`src/rtl/core/v4nr_pkg.sv`:
```
package v4nr_pkg;

  typedef enum logic [1:0] {
    MODE_LEN_SQ  = 2'd0,
    MODE_LEN     = 2'd1,
    MODE_NORM    = 2'd2,
    MODE_REFLECT = 2'd3
  } mode_t;

  localparam int COMP_W = 32;
  localparam int SQ_W   = 66;   // sum of four 32x32 squares, unsigned
  localparam int ROOT_W = 64;   // Q32.32 root
  localparam int RAD_W  = 128;  // radicand width
  localparam int QUO_W  = 64;   // normalize quotient width
  localparam int NUM_W  = 64;   // normalize numerator width
  localparam int DOT_W  = 66;   // signed dot product
  localparam int RP_W   = 98;   // signed dot times normal

  typedef struct packed {
    mode_t              mode;
    logic signed [31:0] vx, vy, vz, vw;
    logic signed [31:0] nx, ny, nz, nw;
  } item_t;

  typedef struct packed {
    logic signed [31:0] rx, ry, rz, rw;
    logic [62:0]        scalar;
    logic               zero_length;
    logic               saturated;
  } result_t;

endpackage

```
`src/rtl/core/v4nr_sqrt_cell.sv`:
```
// One root bit per cell.
module v4nr_sqrt_cell import v4nr_pkg::*; (
  input  logic              clk,
  input  logic              en,
  input  logic [RAD_W-1:0]  rad_in,
  input  logic [ROOT_W-1:0] root_in,
  input  logic [ROOT_W+1:0] rem_in,
  output logic [RAD_W-1:0]  rad_out,
  output logic [ROOT_W-1:0] root_out,
  output logic [ROOT_W+1:0] rem_out
);

  logic [ROOT_W+1:0] rem_sh;
  logic [ROOT_W+1:0] test;
  logic              take;

  always_comb begin
    rem_sh = {rem_in[ROOT_W-1:0], rad_in[RAD_W-1 -: 2]};
    test   = {root_in, 2'b01};
    take   = rem_sh >= test;
  end

  always_ff @(posedge clk) begin
    if (en) begin
      rad_out  <= {rad_in[RAD_W-3:0], 2'b00};
      root_out <= {root_in[ROOT_W-2:0], take};
      rem_out  <= take ? rem_sh - test : rem_sh;
    end
  end

endmodule

```
`config.mk`:
```
export PLATFORM = sky130hd
export DESIGN_NAME = v4nr_sqrt_cell
export DESIGN_NICKNAME = d
export VERILOG_FILES = /design/src/rtl/core/v4nr_pkg.sv /design/src/rtl/core/v4nr_sqrt_cell.sv
export SDC_FILE = /design/constraint.sdc
export NUM_CORES = 1
export LEC_CHECK = 0
export BUFFER_PORTS_ARGS = -buffer_cell sky130_fd_sc_hd__buf_2
export CAP_MARGIN = 30
export CORE_AREA = 5 5 197 199
export DETAILED_ROUTE_END_ITERATION = 8
export DIE_AREA = 0 0 202 204
export PLACE_DENSITY_LB_ADDON = 0.2
export REMOVE_ABC_BUFFERS = 1
export SLEW_MARGIN = 40
export SYNTH_ARGS = -nofsm -noshare
export SYNTH_HDL_FRONTEND = slang
export SYNTH_SLANG_ARGS = --single-unit
```
`constraint.sdc`:
```
create_clock -name clk -period 3.02 [get_ports clk]
set_clock_uncertainty 0.1 [all_clocks]
set_input_delay 0.151 -clock clk [delete_from_list [all_inputs] [get_ports clk]]
set_output_delay 0.151 -clock clk [all_outputs]
set_load 0.005 [all_outputs]
```
==> results.py <==
metrics = {
    "clock_tree": {
        "cts-buffers-inserted": 29,
        "clock_path_buffers": 3,
        "path_clk_slew_ns": 0.07,
        "cts_tree": "yes",
        "htreeDepth": 1,
        "clkSinkCount": 256,
        "cts-root-buf": "clkbuf_16",
    },
    "detailed_routing": {
        "routed.top_layer": "met5",
        "drt-initial-drc-count": 674,
        "route.vias.total": 12200,
        "vias_per_cell": 4.83,
        "wl_met3_um": 3610,
        "routed-wl-met2_um": 25100,
        "wl_per_cell_um": 19.7,
        "drt_first_pass_iters": 5,
        "met1_length_um": 18500,
        "wl_um": 49400,
        "drtAntennaViolNets": 0,
        "post-route-drc-count": 0,
    },
    "worst_setup_path": {
        "startpoint_type": "input port",
        "critPathBufInv": 6,
        "crit_chain": "dlygate4sd3_1, buf_2, inv_1, ha_4, nand2_1, a211o_1, a31o_2, o211a_1, o31ai_4, a31oi_4, o31ai_4, buf_6, buf_12, buf_8, nor2_1, a41o_1",
        "crit_fanout": 7,
        "critPathTopFamily": "compound AO/OA/AOI/OAI gates",
        "critPathArrivalTime_ns": 3.17,
        "crit_top_cell": "o31ai_4",
        "endpoint_kind": "flop",
        "required_ns": 3.23,
        "crit_type": "input port to flop",
        "cp_slowest_cell": "dlygate4sd3_1",
        "critical_path.max_stage_delay_ns": 0.53,
    },
    "global_route": {
        "grt-ovfl-total": 0,
        "grt_max_degree": 103,
        "track_usage_pct": 22.0,
        "grt_pass1_wl_um": 71400,
        "first_global_vias": 12700,
        "antenna_found_initial": 10,
    },
    "timing": {
        "setup_viol": 0,
        "timing.final.crit_share_pct": 98.0,
        "slew_violations": 0,
        "finalHoldViolations": 0,
        "fmax_mhz": 338,
        "whs_ns": 0.0193,
        "period_needed_ns": 2.96,
        "setup_ws_ns": 0.0599,
        "fin_setup_tns_ns": 0,
    },
    "power_and_ir_drop": {
        "power_mw": 10.7,
        "power.density_mw_per_mm2": 509,
        "power.leakage_nw": 9.47,
        "ir_drop_v": 0.000402,
    },
    "placed_design": {
        "pre_cts_ws_ns": -0.377,
        "post-dp-hpwl_um": 36100,
        "gp_congestion": 0.895,
        "io_buffers": 513,
    },
    "synthesis": {
        "seq_area_frac_synth_pct": 60.7,
        "async_reset_ff_share_pct": 0,
        "muxShareOfSynthArea_pct": 0.879,
        "synth-seq-cells": 256,
        "synth_top_family_by_area": "compound AO/OA/AOI/OAI gates",
        "synth.distinct_cells": 59,
        "synth_top_area_cell": "edfxtp_1",
        "synth.area.top_cells": "edfxtp_1 (61%), ha_1 (6.5%), a21oi_1 (5.3%)",
        "synth-xor-area-share_pct": 4.29,
        "synth.cell_area_mm2": 0.0127,
        "synth_fa_ha_area_share_pct": 6.52,
        "synth_top_area_share_pct": 60.7,
        "yosys.area_share.simple_pct": 8.75,
        "postSynthAreaPerCell_um2": 11.9,
        "synth_cells": 1067,
        "yosysWarnings": 0,
        "synthTopCellsByCount": "edfxtp_1 (256), a21oi_1 (135), nor2_1 (99)",
        "ys.flop_type": "edfxtp_1",
        "synth_compound_area_share_pct": 14.4,
        "synth-edff-count": 256,
        "yosysMostFrequentCell": "edfxtp_1",
    },
    "worst_hold_path": {
        "hold_path.class": "input port to flop",
    },
    "floorplanning": {
        "die_h_um": 204,
        "initial_core_util_pct": 34.2,
        "core_area_mm2": 0.0370,
        "rows": 71,
        "io-pin-count": 518,
        "dieWidth_um": 202,
        "die_area_mm2": 0.0412,
    },
    "layout": {
        "syn2layout_area_growth_pct": 65.7,
        "final_util_pct": 56.7,
        "fin_nets": 2339,
        "drive_gt1_share_pct": 38.1,
    },
    "flow_run": {
        "maxCapViolCount": 0,
    },
    "run_status": {
        "status": "complete, no violations",
    },
}
## layout by cell type, fill, tap and decap left out, types with 38 or more instances in the layout
cell	synthesis	layout
edfxtp_1	256	256
inv_1	84	82
ha_1	66	58
a21oi_1	135	134
o21ai_0	40	38
dlygate4sd3_1	0	253
nor2_1	99	96
a21o_1	39	39
nand2_1	62	59
buf_2	24	499
buf_4	4	187
## sequential cells by signal, indices dropped and copies added, names as in the netlist
register,cells
rad_out,126
rem_out,66
root_out,64
## tightest hold or removal path, cell delays in order
cell and delay, ns:
buf_2 0.10, inv_1 0.07, ha_1 0.12, a21oi_1 0.07
## stage by stage
step | instance area [µm²] | std cells
3_3_place_gp | 17100 | 2190
6_report | 21000 | 2514
3_5_place_dp | 17100 | 2190
2_1_floorplan | 12400 | 1019
5_1_grt | 21000 | 2512
4_1_cts | 20600 | 2497
## area by class of cell
class	instances	area, µm²
Sequential cell	256	7690
Clock buffer	35	748
Clock inverter	17	218
Tap cell	474	593
Timing Repair Buffer	963	6840
Fill cell	3132	16100
Inverter	84	315
Multi-Input combinational cell	679	4570
Antenna cell	6	15.0
## kinds of logic after synthesis
| group | count (synthesis) |
|---|---|
| AOI/OAI and AO/OA | 294 |
| DFF | 256 |
| and+or+nand+nor | 245 |
| buffers and inverters | 133 |
| adders and majority gates | 66 |
| xor gates and xnor gates | 62 |
| muxes | 10 |
| other | 1 |
## per-layer routing
metal / global-route usage [%] / vias to the layer above
met1: 24.6 / 5724
met5: 0 / -
li1: - / 5828
met4: 9.16 / 8
met3: 5.38 / 112
met2: 40.0 / 481
## where the power goes
part	total [mW]	internal [mW]	switching (mW)
combinational	2.64	1.34	1.30
clock	3.63	2.18	1.45
sequential	4.41	4.32	0.0913
## timing repair
item                       CTS  global route
hold buffers               255             7
buffers inserted             0            13
hold endpoints to repair   255            19
setup endpoints to repair    0            32
resized for setup            0            40
## worst paths after layout
| kind | start | end | cells past startpoint |
|---|---|---|---|
| max | root_in[46] | rem_out[64]$_DFFE_PP_ | 16 |
| min | rad_in[127] | rem_out[1]$_DFFE_PP_ | 4 |
(Power assumes the default switching activity.)
