$ cat src/rtl/core/v4nr_pkg.sv
package v4nr_pkg;

  typedef enum logic [1:0] {
    MODE_LEN_SQ  = 2'd0,
    MODE_LEN     = 2'd1,
    MODE_NORM    = 2'd2,
    MODE_REFLECT = 2'd3
  } mode_t;

  localparam int COMP_W = 32;
  localparam int SQ_W   = 66;   // sum of four 32x32 squares, unsigned
  localparam int ROOT_W = 64;   // Q32.32 root
  localparam int RAD_W  = 128;  // radicand width
  localparam int QUO_W  = 64;   // normalize quotient width
  localparam int NUM_W  = 64;   // normalize numerator width
  localparam int DOT_W  = 66;   // signed dot product
  localparam int RP_W   = 98;   // signed dot times normal

  typedef struct packed {
    mode_t              mode;
    logic signed [31:0] vx, vy, vz, vw;
    logic signed [31:0] nx, ny, nz, nw;
  } item_t;

  typedef struct packed {
    logic signed [31:0] rx, ry, rz, rw;
    logic [62:0]        scalar;
    logic               zero_length;
    logic               saturated;
  } result_t;

endpackage

$ cat src/rtl/core/v4nr_div_cell.sv
// One quotient bit per cell, restoring division, four lanes sharing a divisor.
module v4nr_div_cell import v4nr_pkg::*; (
  input  logic                   clk,
  input  logic                   en,
  input  logic [ROOT_W-1:0]      den,
  input  logic [3:0][NUM_W-1:0]  num_in,
  input  logic [3:0][ROOT_W:0]   rem_in,
  input  logic [3:0][QUO_W-1:0]  quo_in,
  output logic [3:0][NUM_W-1:0]  num_out,
  output logic [3:0][ROOT_W:0]   rem_out,
  output logic [3:0][QUO_W-1:0]  quo_out
);

  logic [3:0][ROOT_W+1:0] rem_sh;
  logic [3:0]             take;

  always_comb begin
    for (int i = 0; i < 4; i++) begin
      rem_sh[i] = {rem_in[i], num_in[i][NUM_W-1]};
      take[i]   = rem_sh[i] >= {2'b00, den};
    end
  end

  always_ff @(posedge clk) begin
    if (en) begin
      for (int i = 0; i < 4; i++) begin
        num_out[i] <= {num_in[i][NUM_W-2:0], 1'b0};
        quo_out[i] <= {quo_in[i][QUO_W-2:0], take[i]};
        rem_out[i] <= take[i] ? (ROOT_W+1)'(rem_sh[i] - {2'b00, den})
                              : rem_sh[i][ROOT_W:0];
      end
    end
  end

endmodule

$ cat config.mk
export PLATFORM = sky130hd
export DESIGN_NAME = v4nr_div_cell
export DESIGN_NICKNAME = d
export VERILOG_FILES = /design/src/rtl/core/v4nr_pkg.sv /design/src/rtl/core/v4nr_div_cell.sv
export SDC_FILE = /design/constraint.sdc
export NUM_CORES = 1
export LEC_CHECK = 0
export BUFFER_PORTS_ARGS = -buffer_cell sky130_fd_sc_hd__buf_2
export CAP_MARGIN = 10
export CORE_AREA = 8 8 629 631
export CTS_CLUSTER_DIAMETER = 60
export DETAILED_ROUTE_END_ITERATION = 12
export DIE_AREA = 0 0 637 639
export MAX_ROUTING_LAYER = met4
export SLEW_MARGIN = 20
export SYNTH_ARGS = -nofsm -noshare
export SYNTH_HDL_FRONTEND = slang
export SYNTH_SLANG_ARGS = --single-unit
$ cat constraint.sdc
create_clock -name clk -period 4.1 [get_ports clk]
set_input_delay 0.41 -clock clk [delete_from_list [all_inputs] [get_ports clk]]
set_output_delay 0.41 -clock clk [all_outputs]
set_load 0.01 [all_outputs]
==> results of run 1 <==
[state kept, by name, summed over array words and instances, names as in the netlist]
| register | cells |
|---|---|
| num_out | 252 |
| rem_out | 260 |
| quo_out | 256 |
[power by group through the flow]
stage	combinational, mW	sequential (mW)	clock, mW
after floorplan	2.52	10.6	0
after global placement	7.98	10.4	0
after detailed placement	7.94	10.3	0
after CTS	8.78	10.2	11.0
after global routing	9.27	10.3	11.2
final	8.69	10.2	10.7
[timing repair]
action / 4_1_cts / 5_1_grt
gates resized for setup: 1 / 31
endpoints found under the setup margin: 1 / 80
setup buffers: 0 / 2
pin swaps: 0 / 7
hold buffers: 733 / 0
hold endpoints to repair: 732 / 0
gates cloned: 0 / 5
[cell usage after synthesis, types with 6 or more instances]
library cell  count
and3_1           25
a31oi_1          33
or3_1            16
a21oi_1         404
or2_2             7
nand2b_1         24
nand4_1          72
a21o_1          163
a2111oi_0         6
xor2_1          101
a21boi_0          9
nor4_1           14
a41oi_1           7
and4_1           10
a211oi_1         14
xnor2_1         138
nor3_1           47
edfxtp_1        768
buf_6            10
mux2_4           15
mux2_2           22
o21ai_1          14
ha_1            256
o31ai_1          13
and2_1           21
buf_4            10
o21bai_1         44
o21ai_0         282
o31a_1            8
a221oi_1          7
nor2_1          233
nand2_1         320
o211ai_1         14
nor2b_1          29
clkbuf_1         90
nand3_1          46
a21oi_2          19
o21a_1           28
buf_2            29
o221ai_1          6
inv_1           138
[cell families (layout without fill, tap and decap cells)]
kind of cell    count (synthesis)  in the layout  share of synthesized area, %
buf+inv                       282           3512                          2.97
compound gates               1130           1130                          16.7
mux                            38             38                          1.17
simple gates                  886            886                          10.0
other cells                     1            162                       0.00911
xor+xnor                      239            239                          5.08
flops                         768            768                          56.0
fa+ha+maj                     260            260                          7.97
[cell type report]
cell class | instances | share of cell area, %
Antenna cell | 158 | 0.538
Sequential cell | 768 | 31.4
Timing Repair Buffer | 3144 | 30.1
Clock buffer | 143 | 4.41
Inverter | 138 | 0.705
Tap cell | 5060 | 8.61
Multi-Input combinational cell | 2557 | 23.1
Clock inverter | 87 | 1.16
[stage by stage]
step	setup WS [ps]	setup TNS, ps
final	88.2	0
after floorplan	637	0
after global routing	-5.53	-5.53
after detailed placement	-952	-78990
after CTS	2.53	0
after global placement	-1010	-78170
[path summary, 6_finish.rpt]
kind  slack [ps]  depth (start not counted)      endpoint   startpoint
max           90                         19    rem_out[0]   rem_in[15]
min           80                          3  rem_out[107]  rem_in[106]
[metal layers]
layer,GRT usage (%),vias up,part of all wire [%]
li1,-,20100,-
met1,17.4,22200,33
met2,33.5,2280,53
met3,4.61,716,7.2
met4,8.10,0,6.3
met5,-,-,0
[worst max-delay path: cells and delay by family]
family | cells | cell delay, ps
compound gates | 5 | 980
fa+ha+maj | 1 | 390
buf+inv | 10 | 2520
simple gates | 3 | 320
==> flow_summary.yaml, run 1 <==
sta:
  finalHoldViolCount: 0
  setup_viol: 0
  slew_violations: 0
  max_clock_freq_mhz: 249
  tightest_slew_ps: 974
  min_period_ps: 4010
  hold_slack_ps: 76.7
  post-route-period-util_pct: 97.8
  max_slew_margin_pct: 35.1
synth:
  ys.flop_type: "edfxtp_1"
  yosysUniqueCellTypes: 87
  syn_inst: 3604
  yosysWarnings: 0
  avgSynthCellArea_um2: 11.4
  async_flop_share_pct: 0
  synth.cell_area_um2: 41200
  synth_edf_count: 768
  synth-seq-area-share_pct: 56.0
  synth.area.top_cells: "edfxtp_1 (56%), ha_1 (7.8%), a21oi_1 (4.9%)"
  synth_seq_cells: 768
  synth_top_area_cell: "edfxtp_1"
  synth_top_area_share_pct: 56.0
setup_path:
  crit_slowest_cell: "dlygate4sd3_1"
  critical_path_class: "in2reg"
  worst_setup_path_end_kind: "register"
  required_ps: 4750
  crit_arrival_ps: 4660
  max_stage_delay_ps: 620
  cp_max_fo: 16
  cp_common_cell: "buf_4"
  worstPathCellList: "dlygate4sd3_1 -> buf_2 -> ha_1 -> buf_4 -> nand2_1 -> buf_4 -> a2111oi_4 -> buf_4 -> o21ai_0 -> buf_4 -> o31a_1 -> nor3_2 -> buf_4 -> o211ai_4 -> buf_12 -> buf_12 -> nand2_1 -> dlygate4sd3_1 -> o21ai_1"
  worstSetupStartpointType: "primary input"
power_and_ir_drop:
  ir_worst_vdd_mv: 0.344
  power.leakage_nw: 31.0
  combPwrFrac_pct: 29.4
  p_int_mw: 19.5
  powerDensity_nw_per_um2: 403
  p_sw_mw: 10.1
  power_switching_share_pct: 34.1
  pwr-share-seq_pct: 34.6
  clkPwrFrac_pct: 36.1
  power_mw: 29.6
layout:
  fill_cells: 42400
  multiInputGateArea_um2: 17000
  finalNonFillerCells: 12100
  final_area_um2: 73500
  layout_common_cells: "buf_2 (1599), edfxtp_1 (768), buf_4 (756)"
  area_growth_pct: 78.5
  final_common_cell: "buf_2"
  layout-drive-gt1-share_pct: 39.6
  post-route-util_pct: 19.1
  regArea_um2: 23100
  final_nets: 7832
clocking:
  cts_buffers: 125
  tritoncts: "done"
  clk_path_buf_depth: 4
  clk_pin_slew_worst_paths_ps: 50
  cts-root-buf: "clkbuf_16"
  h-tree-depth: 3
  clock-sinks: 768
drt:
  wire_per_inst_um: 31.3
  drtPass1Iterations: 6
  totalWireLength_mm: 377
  drtIter0Drc: 3703
  via_count: 45200
  vias_per_cell: 3.75
  antenna_left: 1
  route.detailed.drc: 0
grt:
  grt_pass1_wl_mm: 469
  antenna_found_initial: 264
  grt_pass1_vias: 44700
  grt_overflow: 0
  grt_max_degree: 90
  grtUsageTotal_pct: 18.0
min_path:
  hold_path.class: "in2reg"
floorplanning:
  io_pins: 1610
  die_h_um: 639
  die_x_um: 637
  row_count: 228
  fp.coreArea_um2: 385000
  die-area_um2: 407000
  start_util_pct: 10.7
place:
  numPortBuffers: 1601
  postPlaceCellArea_um2: 61500
  gp_congestion: 0.972
  hpwl_mm: 329
  dp_cells: 10900
run:
  drv_cap: 0
outcome:
  outcome: "finished, violations left"
  violations: "antenna violations"
(Power assumes the default switching activity.)
==> run 2, diff against run 1 <==
--- a/config.mk
+++ b/config.mk
@@ -7,10 +7,10 @@
 export LEC_CHECK = 0
 export BUFFER_PORTS_ARGS = -buffer_cell sky130_fd_sc_hd__buf_2
 export CAP_MARGIN = 10
-export CORE_AREA = 8 8 629 631
+export CORE_AREA = 8 8 624 626
 export CTS_CLUSTER_DIAMETER = 60
 export DETAILED_ROUTE_END_ITERATION = 12
-export DIE_AREA = 0 0 637 639
+export DIE_AREA = 0 0 632 634
 export MAX_ROUTING_LAYER = met4
 export SLEW_MARGIN = 20
 export SYNTH_ARGS = -nofsm -noshare
==> run 2 against run 1 <==
  * Utilization is 0.48 points higher
  * Clock power is essentially flat
  * Critical path type unchanged
  * Non-clock buffer count increased by 139
  * The run now ends clean
==> flow_summary.yaml, run 2 (synthesized netlist as in run 1, its figures left out) <==
grt:
  grt_max_degree: 92
  grt_overflow: 0
  grtUsageTotal_pct: 18.1
  grt_pass1_vias: 45400
  antenna_found_initial: 237
  grt_pass1_wl_mm: 463
power_and_ir_drop:
  p_int_mw: 19.7
  pwr-share-seq_pct: 34.4
  combPwrFrac_pct: 29.5
  power_switching_share_pct: 33.7
  p_sw_mw: 10.0
  clkPwrFrac_pct: 36.0
  ir_worst_vdd_mv: 0.336
  power_mw: 29.7
  power.leakage_nw: 31.7
  powerDensity_nw_per_um2: 399
layout:
  largest_reg_flops: 260
  area_growth_pct: 80.7
  final_common_cell: "buf_2"
  reg_top3: "rem_out x260, quo_out x256, num_out x252"
  layout-drive-gt1-share_pct: 40.5
  final_nets: 7966
  finalNonFillerCells: 12100
  max_flop_register: "rem_out"
  layout_common_cells: "buf_2 (1600), buf_4 (879), edfxtp_1 (768)"
outcome:
  outcome: "finished clean"
setup_path:
  startpoint: "rem_in[195]"
  worstSetupStartpointType: "primary input"
  crit_arrival_ps: 4850
  cp_max_fo: 3
  worst_setup_path_end_kind: "register"
  max_stage_delay_ps: 590
  worstPathCellList: "dlygate4sd3_1 -> buf_2 -> ha_1 -> nand2b_1 -> a21oi_1 -> o31ai_1 -> buf_4 -> o211ai_1 -> a21oi_2 -> buf_4 -> o41ai_2 -> buf_4 -> a211oi_2 -> buf_4 -> o221ai_1 -> o21ai_0 -> xor2_1 -> a21oi_2 -> buf_4"
  crit_slowest_cell: "dlygate4sd3_1"
  cp_common_cell: "buf_4"
  required_ps: 4850
  critical_path_class: "in2reg"
sta:
  tightest_slew_ps: 870
  min_period_ps: 4100
  finalHoldViolCount: 0
  rsz0062_at_grt: "true"
  hold_slack_ps: 109
  post-route-period-util_pct: 100
  setup_viol: 0
  max_slew_margin_pct: 42.0
  max_clock_freq_mhz: 244
  slew_violations: 0
drt:
  drtIter0Drc: 3366
  met3_length_mm: 29.7
  totalWireLength_mm: 371
  wirelength_met1_mm: 121
  wl_met2_mm: 193
  wire_per_inst_um: 30.6
  drtPass1Iterations: 6
  vias_per_cell: 3.72
  via_count: 45100
  route.detailed.drc: 0
  antenna_left: 0
  top_layer: "met4"
clocking:
  cts_buffers: 120
  h-tree-depth: 3
  clk_path_buf_depth: 4
  clk_pin_slew_worst_paths_ps: 70
  cts-root-buf: "clkbuf_16"
  tritoncts: "done"
  clock-sinks: 768
place:
  hpwl_mm: 327
  dp_cells: 11000
  numPortBuffers: 1601
  gp_congestion: 1.00
floorplanning:
  die_h_um: 634
  io_pins: 1610
  die_x_um: 632
  row_count: 227
  die-area_um2: 401000
  fp.coreArea_um2: 380000
  start_util_pct: 10.8
min_path:
  hold_path.class: "in2reg"
  hold_depth: 4
  min-delay-start: "rem_in[224]"
run:
  drv_cap: 0
-- run 2: path summary, 6_finish.rpt --
kind / end / slack [ps]
worst max-delay path: rem_out[256] / 0.2
worst min-delay path: rem_out[225] / 110
-- run 2: critical path, delay by kind of cell --
family,cells,cell delay (ps)
AO/OA/AOI/OAI,9,2170
buffers and inverters,7,1670
adder cells (fa/ha/maj),1,310
XOR/XNOR,1,180
AND/OR/NAND/NOR,1,90
-- run 2: layout make-up --
class,count,area [µm²]
tap,5038,6300
timing repair buffer,3283,23200
antenna,120,300
clock inverter,82,987
sequential,768,23100
clock buffer,136,3060
multi-input combinational,2557,17000
fill,41900,306000
inverter,138,518
-- run 2: layer usage --
layer  track usage, %  up-vias
li1                 -    20200
met1             16.9    21800
met3             5.46      816
met5                -        -
met2             33.1     2215
met4             10.1        0
-- run 2: metrics by stage --
step	util, %	TNS [ps]	setup slack, ps	cell area [µm²]
after CTS	19.5	0	11.4	74000
after floorplan	-	0	637	41200
after global placement	16.4	-87270	-765	62500
final	19.6	0	0.240	74400
after global routing	19.5	-49.7	-24.2	74300
after detailed placement	16.4	-88090	-808	62500
-- run 2: power by group through the flow --
stage	logic, mW	clock network [mW]	registers, mW
2_1_floorplan	2.52	0	10.6
3_3_place_gp	8.10	0	10.4
3_5_place_dp	8.07	0	10.3
4_1_cts	8.90	11.0	10.2
5_1_grt	9.37	11.2	10.3
6_report	8.76	10.7	10.2
-- run 2: what timing repair did --
action,in CTS,in global routing
endpoints found under the setup margin,0,81
endpoints found under the hold margin,754,0
buffers inserted,0,2
hold buffers,749,0
gates resized for setup,0,20
